### src/rtl/b6t_pkg.sv
// Package of the brick to six tetrahedra node numbering block: widths, codes and corner table.
package b6t_pkg;

    localparam int CELL_W        = 8;
    localparam int NODE_W        = 25;
    localparam int ROW_W         = 9;
    localparam int PLANE_W       = 17;
    localparam int TETRA_W       = 3;
    localparam int CORNER_IDX_W  = 3;
    localparam int TETRAS        = 6;
    localparam int CORNERS       = 8;
    localparam int MAX_CELLS_DEF = 255;

    localparam int CFG_IDX_W = 2;
    localparam logic [CFG_IDX_W-1:0] CFG_CELLS_X = 2'd0;
    localparam logic [CFG_IDX_W-1:0] CFG_CELLS_Y = 2'd1;
    localparam logic [CFG_IDX_W-1:0] CFG_CELLS_Z = 2'd2;

    localparam logic [TETRA_W-1:0] LAST_TETRA = TETRA_W'(TETRAS - 1);

    typedef logic [NODE_W-1:0] t_node;

    // Grid configuration as seen by the datapath, with the corner offsets
    // from the base node held in corner order.
    typedef struct packed {
        logic [CELL_W-1:0]         cells_x;
        logic [CELL_W-1:0]         cells_y;
        logic [CELL_W-1:0]         cells_z;
        logic [ROW_W-1:0]          row;
        logic [PLANE_W-1:0]        plane;
        t_node [CORNERS-1:0]       offset;
    } t_grid;

    // Corner index of position m (0..3) of tetrahedron t (0..5).
    function automatic logic [CORNER_IDX_W-1:0] tetra_corner(
        input logic [TETRA_W-1:0] t,
        input logic [1:0]         m
    );
        logic [CORNER_IDX_W-1:0] c;
        c = 3'd7;
        case (m)
            2'd0: begin
                case (t)
                    3'd0, 3'd1: c = 3'd0;
                    default:    c = 3'd1;
                endcase
            end
            2'd1: begin
                case (t)
                    3'd0, 3'd1: c = 3'd1;
                    3'd2, 3'd3: c = 3'd2;
                    3'd4:       c = 3'd5;
                    default:    c = 3'd6;
                endcase
            end
            2'd2: begin
                case (t)
                    3'd0, 3'd2: c = 3'd3;
                    3'd1, 3'd4: c = 3'd4;
                    3'd3:       c = 3'd6;
                    default:    c = 3'd5;
                endcase
            end
            default: c = 3'd7;
        endcase
        return c;
    endfunction

endpackage

### src/rtl/brick_to_six_tetra_node_ids_core.sv
// Top level of the brick to six tetrahedra node numbering block.
//
//  Channel  | Direction | Handshake                     | Payload
//  ---------+-----------+-------------------------------+---------------------------------
//  s_axis   | in        | s_axis_tvalid / s_axis_tready | tdata: cell x, y, z
//  m_axis   | out       | m_axis_tvalid / m_axis_tready | tdata: tetra, corners; tlast; tuser
//  cfg      | in        | i_cfg_we                      | i_cfg_idx, i_cfg_wdata
//
// Each brick gives six results, one per cycle through the single output register while the
// output does not stall; the next brick is taken in the cycle its last result is taken.
// A brick accepted into the first pipeline stage moves on through the second and third
// pipeline stages into the corner register, where its first result appears; up to four
// bricks are in flight.
// Reset sets every grid size to one and empties the pipeline; there is no clearing pass.
// When m_axis_tready is low the shown result holds and the input stages fill, then
// s_axis_tready falls.
module brick_to_six_tetra_node_ids_core
    import b6t_pkg::*;
#(
    parameter int MAX_CELLS = MAX_CELLS_DEF
) (
    input  logic                 i_clk,
    input  logic                 i_rst_n,
    input  logic                 i_cfg_we,
    input  logic [CFG_IDX_W-1:0] i_cfg_idx,
    input  logic [CELL_W-1:0]    i_cfg_wdata,
    input  logic                 s_axis_tvalid,
    output logic                 s_axis_tready,
    input  logic [23:0]          s_axis_tdata,   // cell_x, cell_y, cell_z
    output logic                 m_axis_tvalid,
    input  logic                 m_axis_tready,
    output logic [103:0]         m_axis_tdata,   // tetra_number, corner_a..corner_d, zero pad
    output logic                 m_axis_tlast,   // final_tetra
    output logic                 m_axis_tuser    // range_error
);

    t_grid              w_grid;
    logic               w_c_valid, w_c_ready, w_c_err;
    t_node              w_c_base;
    logic [TETRA_W-1:0] w_tetra;
    t_node [3:0]        w_corner;

    b6t_cfg #(
        .MAX_CELLS (MAX_CELLS)
    ) u_cfg (
        .i_clk       (i_clk),
        .i_rst_n     (i_rst_n),
        .i_cfg_we    (i_cfg_we),
        .i_cfg_idx   (i_cfg_idx),
        .i_cfg_wdata (i_cfg_wdata),
        .o_grid      (w_grid)
    );

    b6t_calc u_calc (
        .i_clk    (i_clk),
        .i_rst_n  (i_rst_n),
        .i_grid   (w_grid),
        .i_valid  (s_axis_tvalid),
        .o_ready  (s_axis_tready),
        .i_cell_x (s_axis_tdata[7:0]),
        .i_cell_y (s_axis_tdata[15:8]),
        .i_cell_z (s_axis_tdata[23:16]),
        .o_valid  (w_c_valid),
        .i_ready  (w_c_ready),
        .o_base   (w_c_base),
        .o_err    (w_c_err)
    );

    b6t_emit u_emit (
        .i_clk    (i_clk),
        .i_rst_n  (i_rst_n),
        .i_grid   (w_grid),
        .i_valid  (w_c_valid),
        .o_ready  (w_c_ready),
        .i_base   (w_c_base),
        .i_err    (w_c_err),
        .o_valid  (m_axis_tvalid),
        .i_ready  (m_axis_tready),
        .o_tetra  (w_tetra),
        .o_corner (w_corner),
        .o_last   (m_axis_tlast),
        .o_err    (m_axis_tuser)
    );

    assign m_axis_tdata = {1'b0, w_corner[3], w_corner[2], w_corner[1], w_corner[0], w_tetra};

endmodule

### src/rtl/b6t_cfg.sv
// Grid size registers with saturation, and the derived row, plane and corner offsets.
module b6t_cfg
    import b6t_pkg::*;
#(
    parameter int MAX_CELLS = MAX_CELLS_DEF
) (
    input  logic                 i_clk,
    input  logic                 i_rst_n,
    input  logic                 i_cfg_we,
    input  logic [CFG_IDX_W-1:0] i_cfg_idx,
    input  logic [CELL_W-1:0]    i_cfg_wdata,
    output t_grid                o_grid
);

    logic [CELL_W-1:0]   r_cells_x, r_cells_y, r_cells_z;
    logic [CELL_W-1:0]   w_clamped;
    logic [ROW_W-1:0]    r_row;
    logic [PLANE_W-1:0]  r_plane;
    logic [ROW_W-1:0]    w_row_y, w_row_z;
    logic [2*ROW_W-1:0]  w_plane_full;
    t_node [CORNERS-1:0] r_offset, n_offset;
    t_node               w_row_n, w_plane_n;

    always_comb begin
        if (32'(i_cfg_wdata) > MAX_CELLS) begin
            w_clamped = CELL_W'(MAX_CELLS);
        end else begin
            w_clamped = i_cfg_wdata;
        end
    end

    always_ff @(posedge i_clk) begin
        if (!i_rst_n) begin
            r_cells_x <= CELL_W'(1);
            r_cells_y <= CELL_W'(1);
            r_cells_z <= CELL_W'(1);
        end else if (i_cfg_we) begin
            unique case (i_cfg_idx)
                CFG_CELLS_X: r_cells_x <= w_clamped;
                CFG_CELLS_Y: r_cells_y <= w_clamped;
                CFG_CELLS_Z: r_cells_z <= w_clamped;
                default: ;
            endcase
        end
    end

    assign w_row_y      = ROW_W'(r_cells_y) + ROW_W'(1);
    assign w_row_z      = ROW_W'(r_cells_z) + ROW_W'(1);
    assign w_plane_full = (2*ROW_W)'(w_row_y) * (2*ROW_W)'(w_row_z);

    // Row and plane are registered from the size registers and the corner offsets from row and
    // plane; an item reaches the stages that use them only after these have settled.
    always_ff @(posedge i_clk) begin
        r_row    <= w_row_z;
        r_plane  <= w_plane_full[PLANE_W-1:0];
        r_offset <= n_offset;
    end

    assign w_row_n   = NODE_W'(r_row);
    assign w_plane_n = NODE_W'(r_plane);

    always_comb begin
        n_offset[0] = w_plane_n + w_row_n + NODE_W'(1);
        n_offset[1] = w_row_n + NODE_W'(1);
        n_offset[2] = NODE_W'(1);
        n_offset[3] = w_plane_n + NODE_W'(1);
        n_offset[4] = w_plane_n + w_row_n;
        n_offset[5] = w_row_n;
        n_offset[6] = '0;
        n_offset[7] = w_plane_n;
    end

    always_comb begin
        o_grid.cells_x = r_cells_x;
        o_grid.cells_y = r_cells_y;
        o_grid.cells_z = r_cells_z;
        o_grid.row     = r_row;
        o_grid.plane   = r_plane;
        o_grid.offset  = r_offset;
    end

endmodule

### src/rtl/b6t_calc.sv
// Three-stage elastic pipeline from cell index to base node number and range flag.
module b6t_calc
    import b6t_pkg::*;
(
    input  logic              i_clk,
    input  logic              i_rst_n,
    input  t_grid             i_grid,
    input  logic              i_valid,
    output logic              o_ready,
    input  logic [CELL_W-1:0] i_cell_x,
    input  logic [CELL_W-1:0] i_cell_y,
    input  logic [CELL_W-1:0] i_cell_z,
    output logic              o_valid,
    input  logic              i_ready,
    output t_node             o_base,
    output logic              o_err
);

    logic              r1_v, r2_v, r3_v;
    logic              w_rdy1, w_rdy2, w_rdy3;
    logic [CELL_W-1:0] r1_cx, r1_cy, r1_cz;
    logic              r1_err, r2_err, r3_err;
    t_node             r2_px, r2_q, r3_base;
    t_node             n_px, n_q;
    logic              n_err;

    assign w_rdy3  = !r3_v || i_ready;
    assign w_rdy2  = !r2_v || w_rdy3;
    assign w_rdy1  = !r1_v || w_rdy2;
    assign o_ready = w_rdy1;

    assign n_err = (i_cell_x >= i_grid.cells_x) || (i_cell_y >= i_grid.cells_y)
                || (i_cell_z >= i_grid.cells_z);

    assign n_px = NODE_W'(r1_cx) * NODE_W'(i_grid.plane);
    assign n_q  = NODE_W'(r1_cy) * NODE_W'(i_grid.row) + NODE_W'(r1_cz) + NODE_W'(1);

    always_ff @(posedge i_clk) begin
        if (!i_rst_n) begin
            r1_v <= 1'b0;
            r2_v <= 1'b0;
            r3_v <= 1'b0;
        end else begin
            if (w_rdy1) r1_v <= i_valid;
            if (w_rdy2) r2_v <= r1_v;
            if (w_rdy3) r3_v <= r2_v;
        end
    end

    always_ff @(posedge i_clk) begin
        if (w_rdy1) begin
            r1_cx  <= i_cell_x;
            r1_cy  <= i_cell_y;
            r1_cz  <= i_cell_z;
            r1_err <= n_err;
        end
        if (w_rdy2) begin
            r2_px  <= n_px;
            r2_q   <= n_q;
            r2_err <= r1_err;
        end
        if (w_rdy3) begin
            r3_base <= r2_px + r2_q;
            r3_err  <= r2_err;
        end
    end

    assign o_valid = r3_v;
    assign o_base  = r3_base;
    assign o_err   = r3_err;

endmodule

### src/rtl/b6t_emit.sv
// Corner register and tetrahedron sequencer that sends six results per brick.
module b6t_emit
    import b6t_pkg::*;
(
    input  logic               i_clk,
    input  logic               i_rst_n,
    input  t_grid              i_grid,
    input  logic               i_valid,
    output logic               o_ready,
    input  t_node              i_base,
    input  logic               i_err,
    output logic               o_valid,
    input  logic               i_ready,
    output logic [TETRA_W-1:0] o_tetra,
    output t_node [3:0]        o_corner,
    output logic               o_last,
    output logic               o_err
);

    logic                r_valid;
    logic [TETRA_W-1:0]  r_cnt;
    logic                r_err;
    t_node [CORNERS-1:0] r_corner, n_corner;
    logic                w_take, w_last, w_load;

    assign w_take  = r_valid && i_ready;
    assign w_last  = (r_cnt == LAST_TETRA);
    assign o_ready = !r_valid || (w_take && w_last);
    assign w_load  = i_valid && o_ready;

    always_comb begin
        for (int k = 0; k < CORNERS; k++) begin
            n_corner[k] = i_err ? '0 : (i_base + i_grid.offset[k]);
        end
    end

    always_ff @(posedge i_clk) begin
        if (!i_rst_n) begin
            r_valid <= 1'b0;
            r_cnt   <= '0;
        end else if (w_load) begin
            r_valid <= 1'b1;
            r_cnt   <= '0;
        end else if (w_take) begin
            if (w_last) begin
                r_valid <= 1'b0;
                r_cnt   <= '0;
            end else begin
                r_cnt <= r_cnt + TETRA_W'(1);
            end
        end
    end

    always_ff @(posedge i_clk) begin
        if (w_load) begin
            r_corner <= n_corner;
            r_err    <= i_err;
        end
    end

    always_comb begin
        for (int m = 0; m < 4; m++) begin
            o_corner[m] = r_corner[tetra_corner(r_cnt, 2'(m))];
        end
    end

    assign o_valid = r_valid;
    assign o_tetra = r_cnt;
    assign o_last  = w_last;
    assign o_err   = r_err;

endmodule

### config.mk
export PLATFORM = sky130hd
export DESIGN_NAME = brick_to_six_tetra_node_ids_core
export DESIGN_NICKNAME = d
export VERILOG_FILES = /design/src/rtl/b6t_pkg.sv /design/src/rtl/brick_to_six_tetra_node_ids_core.sv /design/src/rtl/b6t_cfg.sv /design/src/rtl/b6t_calc.sv /design/src/rtl/b6t_emit.sv
export SDC_FILE = /design/constraint.sdc
export NUM_CORES = 2
export LEC_CHECK = 0
export CORE_MARGIN = 2
export CORE_UTILIZATION = 59
export CTS_CLUSTER_DIAMETER = 40
export DETAILED_ROUTE_END_ITERATION = 10
export DONT_BUFFER_PORTS = 1
export PLACE_DENSITY_LB_ADDON = 0.08
export SLEW_MARGIN = 20
export SYNTH_ARGS = -nofsm -noshare
export SYNTH_HDL_FRONTEND = slang
export SYNTH_SLANG_ARGS = --single-unit
### constraint.sdc
create_clock -name i_clk -period 11.6 [get_ports i_clk]
set_clock_uncertainty 0.15 [all_clocks]
set_input_delay 0.58 -clock i_clk [delete_from_list [all_inputs] [get_ports i_clk]]
set_output_delay 0.58 -clock i_clk [all_outputs]
set_load 0.01 [all_outputs]
Yosys cells after proc, flatten, opt, wreduce, memory -nomap -nowiden:

Cells that the tools add are included.
Widths: inputs -> output; s select.

* multiply operators: 3
* bitwise operators: 1
* reductions and logical operators: 26
* add/subtract/negate cells: 17
* equality and inequality tests: 7
* muxes and demuxes: 13
* magnitude comparators: 6

Operators with widths (count)
* $bmux 25 s3: 3
* $mux 25: 3
* $add 25x1->25 const B: 2
* $add 25x18->25: 2
* $add 25x25->25: 2
* $add 25x10->25: 1
* $add 25x17->25: 1
* $add 25x9->25: 1
* $mul 8x17->25: 1
* $ge 8x8->1: 3
* $add 18x1->19 const B: 1
* $add 17x1->18 const B: 1
* $add 17x8->18: 1
* $add 17x9->18: 1
* $add 8x1->9 const B: 2
* $pmux 3 s3: 2
* $mul 8x9->17: 1
* $mul 9x9->17: 1
* $add 9x1->10 const B: 1
* $reduce_or 2->1: 5
* $lt 3x4->1 const B: 2
* $reduce_and 2->1: 4
* $eq 3x2->1 const B: 2
* $eq 3x3->1 const B: 2
* 14 further kinds: 28

* register bits: 457
* word-level logic and storage cells: 107

Depth between registers and ports, before layout:

* depth after elaboration: 6
* gate-level depth with buffers: 23
* mapped depth without buffers: 23

Cells and area by module:

Synthesis repeated with hierarchy kept, for this count alone.

* cells, all modules: 4400
* area total of the unflattened synthesis: 40631.5 um2

Modules (own cells, without submodules)
* b6t_emit: seq. area each 6115.9 um2, cells an instance 2336, instances 1, area each 20245.7 um2
* b6t_calc: seq. area each 2942.8 um2, cells an instance 1216, instances 1, area each 11982.7 um2
* b6t_cfg: seq. area each 2822.7 um2, cells an instance 846, instances 1, area each 8391.8 um2
* brick_to_six_tetra_node_ids_core: seq. area each 0.0 um2, cells an instance 2, instances 1, area each 11.3 um2

Least setup slack after synthesis:

No wires, ideal clock.

* path type: reg-to-reg
* start: register u_emit.r_cnt[2], in the netlist u_emit.o_tetra[2]
* end: register u_emit.r_cnt[0], in the netlist u_emit.o_tetra[0]
* stages on the path, launching flop included: 8
* required time: 11325 ps
* setup slack: 304 ps
* arrival time: 11021 ps
* clock period less this slack: 11296 ps
* path buffers: 1
* cells stage by stage: dfxtp_1 > clkbuf_1 > inv_1 > nor3b_1 > a21boi_0 > nor2b_1 > nand2b_1 > nor2_1

* cells in the longest elaborated chain, start to end: 5
* elaborated cells between the ends (all ways): 6
* classes of those cells: eq/ne: 1; mux: 1; reduce/logical: 4

RTL lines
* start: declaration: RTL line b6t_emit.sv:21 `logic [TETRA_W-1:0] r_cnt;`
* start signal: assignment: RTL line b6t_emit.sv:49 `r_cnt <= r_cnt + TETRA_W'(1);`
* $eq 3x3->1: RTL line b6t_emit.sv:27 `assign w_last = (r_cnt == LAST_TETRA);`
* net m_axis_tlast: RTL line brick_to_six_tetra_node_ids_core.sv:33 `output logic m_axis_tlast,`
* $logic_and 1x1->1: RTL line b6t_emit.sv:28 `assign o_ready = !r_valid || (w_take && w_last);`
* $logic_or 1x1->1: RTL line b6t_emit.sv:28
* $logic_and 1x1->1: RTL line b6t_emit.sv:29 `assign w_load = i_valid && o_ready;`
* net u_emit.w_load: RTL line b6t_emit.sv:24 `logic w_take, w_last, w_load;`
* $reduce_or 2->1 (no line)

The timed path passes the listed nets, and every way through them passes these cells.
A chain may end at the register's enable or synchronous reset.

Worst setup path in the final report:

* start: register u_calc.r1_cx[7]
* end: register u_calc.r2_px[23], data pin

* cells in the longest elaborated chain, start to end: 1

RTL lines
* start: declaration: RTL line b6t_calc.sv:21 `logic [CELL_W-1:0] r1_cx, r1_cy, r1_cz;`
* start signal: assignment: RTL line b6t_calc.sv:52 `r1_cx <= i_cell_x;`
* $mul 8x17->25: RTL line b6t_calc.sv:35 `assign n_px = NODE_W'(r1_cx) * NODE_W'(i_grid.plane);`
* net u_calc.n_px[23]: RTL line b6t_calc.sv:24 `t_node n_px, n_q;`
* end signal: assignment: RTL line b6t_calc.sv:58 `r2_px <= n_px;`
* end: declaration: RTL line b6t_calc.sv:23 `t_node r2_px, r2_q, r3_base;`

The timed path passes the listed nets, and every way through them passes these cells.

==> flow_summary.yaml <==
detailed_routing:
  post_drt_via_cell_ratio: 5.96
  drt_iter0_markers: 1878
  route.vias.total: 26011
  drtPass1Iterations: 7
  post_drt_wl_per_cell_um: 22.1
  routed_wl_mm: 96.6
  antenna_left: 0
  drc: 0
critical_path:
  cp-start-kind: "flip-flop"
  worstPathMaxFanout: 17
  critical_path_class: "flip-flop to flip-flop"
  crit_required_ns: 11.93
  end_kind: "flip-flop"
  arrival_ns: 6.46
global_routing:
  grt_pass1_wl_mm: 150
  grt_pass1_vias: 26194
  met3_usage: 0.0556
  antenna_found_initial: 0
  use_met1: 0.399
  grt_overflow: 0
  grt_max_degree: 73
  grt.busiest_layer: "met2"
  grt_usage: 0.327
  grt_use_met2: 0.565
synthesis:
  synth_flop_cell: "edfxtp_1"
  netlist_area_mm2: 0.0339
  yosys.area_share.adder: 0.218
  synth_enable_flop_cells: 297
  synthXorXnorAreaFrac: 0.0594
  synth_top_family_by_area: "adder cells"
  synthArstFlopShare: 0
  synthSimpleGateAreaFrac: 0.170
  synthMuxAreaShare: 0.0270
  synth_warnings: 0
  ys_seq_area_frac: 0.351
  syn-instance-count: 3564
  synthDistinctLibCells: 84
  synth-compound-area-share: 0.114
  syn_avg_cell_area_um2: 9.51
  ys_ff_latch: 445
status:
  outcome: "finished clean"
floorplanning:
  core_mm2: 0.0566
  die_w_um: 244
  start_util: 0.599
  die_y_um: 244
  die-area_mm2: 0.0594
  ios: 147
  rows: 87
placement:
  gp_congestion: 0.967
  place_ws_ns: 5.51
  dp_hpwl_mm: 72.9
  port_buffers: 0
pwr:
  switching_share: 0.342
  p_leak_uw: 0.0163
  p_int_uw: 3980
  p_per_area_mw_per_mm2: 161
  ir_drop_v: 0.000126
  p_comb_frac: 0.280
  seqPwrFrac: 0.329
  p_clk_frac: 0.391
  switchingPower_uw: 2070
cells_and_area:
  layout_common_cells: "nand2_1 (409), inv_1 (358), edfxtp_1 (297)"
  layout_commonest_cell: "nand2_1"
  drive_gt1_frac: 0.0690
  final_core_util: 0.663
  fillCellCount: 4563
  syn_to_final_growth_pct: 10.7
  fin_nets: 4058
  antenna_cells: 0
sta:
  final-hold-violation-count: 0
  rsz0062_at_grt: "no"
  drv_slew: 0
  fin_crit_ns: 6.13
  slew_headroom: 0.212
  setup_viol: 0
  finalCritPeriodShare: 0.529
  tightest_slew_ns: 1.17
  setup_ws_ns: 5.47
  hold_slack_ns: 0.0499
  timing.fmax_mhz: 163
  fin_tns_setup_ns: 0
clock_network:
  clk_latency_ns: 0.64
  clk_pin_slew_ns: 0.05
  tritoncts: "built"
  htreeDepth: 3
  cts_buffers: 76
  clock_path_buffers: 3
  cts_setup_buffers: 0
  cts_root_buffer: "clkbuf_16"
  ctsResizeCount: 0
  cts_sinks: 445
  hold_buffers: 35
flow_run:
  maxCapViolCount: 0
worst_hold_path:
  min_path_type: "input pin to flip-flop"
## stage by stage
stage | total power [µW] | instance area (µm²) | instances
after CTS | 6060 | 37500 | 4367
final | 6050 | 37500 | 4367
after global placement | 3610 | 34400 | 4191
after detailed placement | 3670 | 34400 | 4191
after floorplan | 3200 | 33900 | 3565
after global routing | 6340 | 37500 | 4367
## power by group through the flow
stage	Combinational, µW	Sequential (µW)	Clock, µW
after floorplan	1250	1950	0
after global placement	1600	2020	0
after detailed placement	1650	2020	0
after CTS	1680	1990	2390
after global routing	1870	2000	2460
final	1690	1990	2370
## logic make-up (layout without fill, tap and decap cells)
kind of cell | count (synthesis) | after routing
compound gates | 596 | 596
xor+xnor | 230 | 230
fa+ha+maj | 471 | 471
buf+inv | 528 | 574
flops | 445 | 445
mux | 88 | 88
other cells | 1 | 2
simple gates | 1205 | 1205
## flip-flops by register name (all words and copies together), names as in the netlist, 3 cells and up
register         flops
u_cfg.r_row          9
u_cfg.r_cells_x      8
u_calc.r1_cx         8
u_cfg.r_cells_z      8
u_calc.o_base       25
u_calc.r2_q         19
u_emit.o_tetra       3
u_calc.r1_cy         8
u_calc.r1_cz         8
u_emit.r_corner    200
u_calc.r2_px        25
u_cfg.o_grid        91
u_cfg.r_plane       17
u_cfg.r_cells_y      8
## final timing paths
check	to	depth (start not counted)	slack, ns	from
max reg2reg	u_calc.r2_px[23]$_DFFE_PP_	16	5.47	u_calc.r1_cx[7]$_DFFE_PP_
min reg2reg	u_calc.o_err$_DFFE_PP_	0	0.27	u_calc.r2_err$_DFFE_PP_
min	u_emit.o_tetra[1]$_SDFFE_PP0P_	3	0.05	m_axis_tready
max	u_calc.r2_px[23]$_DFFE_PP_	16	5.47	u_calc.r1_cx[7]$_DFFE_PP_
## critical path, stage by stage (launching register included)
cell      delay [ns]
edfxtp_1        0.77
nand2_1         0.17
fa_1            0.56
inv_1           0.05
fa_1            0.51
fa_1            0.53
fa_1            0.52
ha_1            0.37
nor3_1          0.29
nor2_1          0.13
o221ai_1        0.25
a21oi_1         0.15
o41ai_1         0.40
o21ai_1         0.19
o41ai_2         0.38
or4b_1          0.49
o211ai_1        0.10
## layer usage
layer | part of all wire | wire length, µm
met1 | 0.39 | 37900
met2 | 0.49 | 47300
met3 | 0.068 | 6600
met4 | 0.049 | 4770
met5 | 0 | 0
## synth_stat cells, types with 10 or more instances
cell type / instances / area share
o21ai_0: 142 / 0.021
a31oi_1: 10 / 0.0018
mux2i_1: 60 / 0.018
nand3_1: 77 / 0.011
mux2_2: 28 / 0.0093
o21a_1: 28 / 0.0062
nor4_1: 18 / 0.0033
a21o_1: 46 / 0.010
o31ai_1: 10 / 0.0022
nand4_1: 15 / 0.0028
a21boi_0: 15 / 0.0033
nor3_1: 48 / 0.0071
dfxtp_1: 148 / 0.087
nand2b_1: 38 / 0.0070
nor2_1: 273 / 0.030
xnor2_1: 145 / 0.037
a21oi_1: 167 / 0.025
nand2_1: 409 / 0.045
inv_1: 359 / 0.040
and2_1: 136 / 0.025
or3_1: 25 / 0.0046
ha_1: 274 / 0.10
buf_4: 26 / 0.0058
o21bai_1: 15 / 0.0033
o22ai_1: 30 / 0.0055
edfxtp_1: 297 / 0.26
clkbuf_1: 131 / 0.015
nor2b_1: 81 / 0.015
fa_1: 197 / 0.12
xor2_1: 85 / 0.022
o211ai_1: 17 / 0.0038
a211oi_1: 12 / 0.0027
nor3b_1: 14 / 0.0031
or2_2: 17 / 0.0031
and3_1: 27 / 0.0050
o221ai_1: 27 / 0.0070
## final cells by class
class	count	area, µm²	share of cell area
multi-input cells	2592	20000	0.533
clock buffers	84	2010	0.0537
repair buffers	71	631	0.0168
flip-flops and latches	445	11900	0.317
inverters	362	1360	0.0362
clock inverters	57	704	0.0188
well taps	756	946	0.0252
No activity file was read; power rests on OpenSTA's default activity.
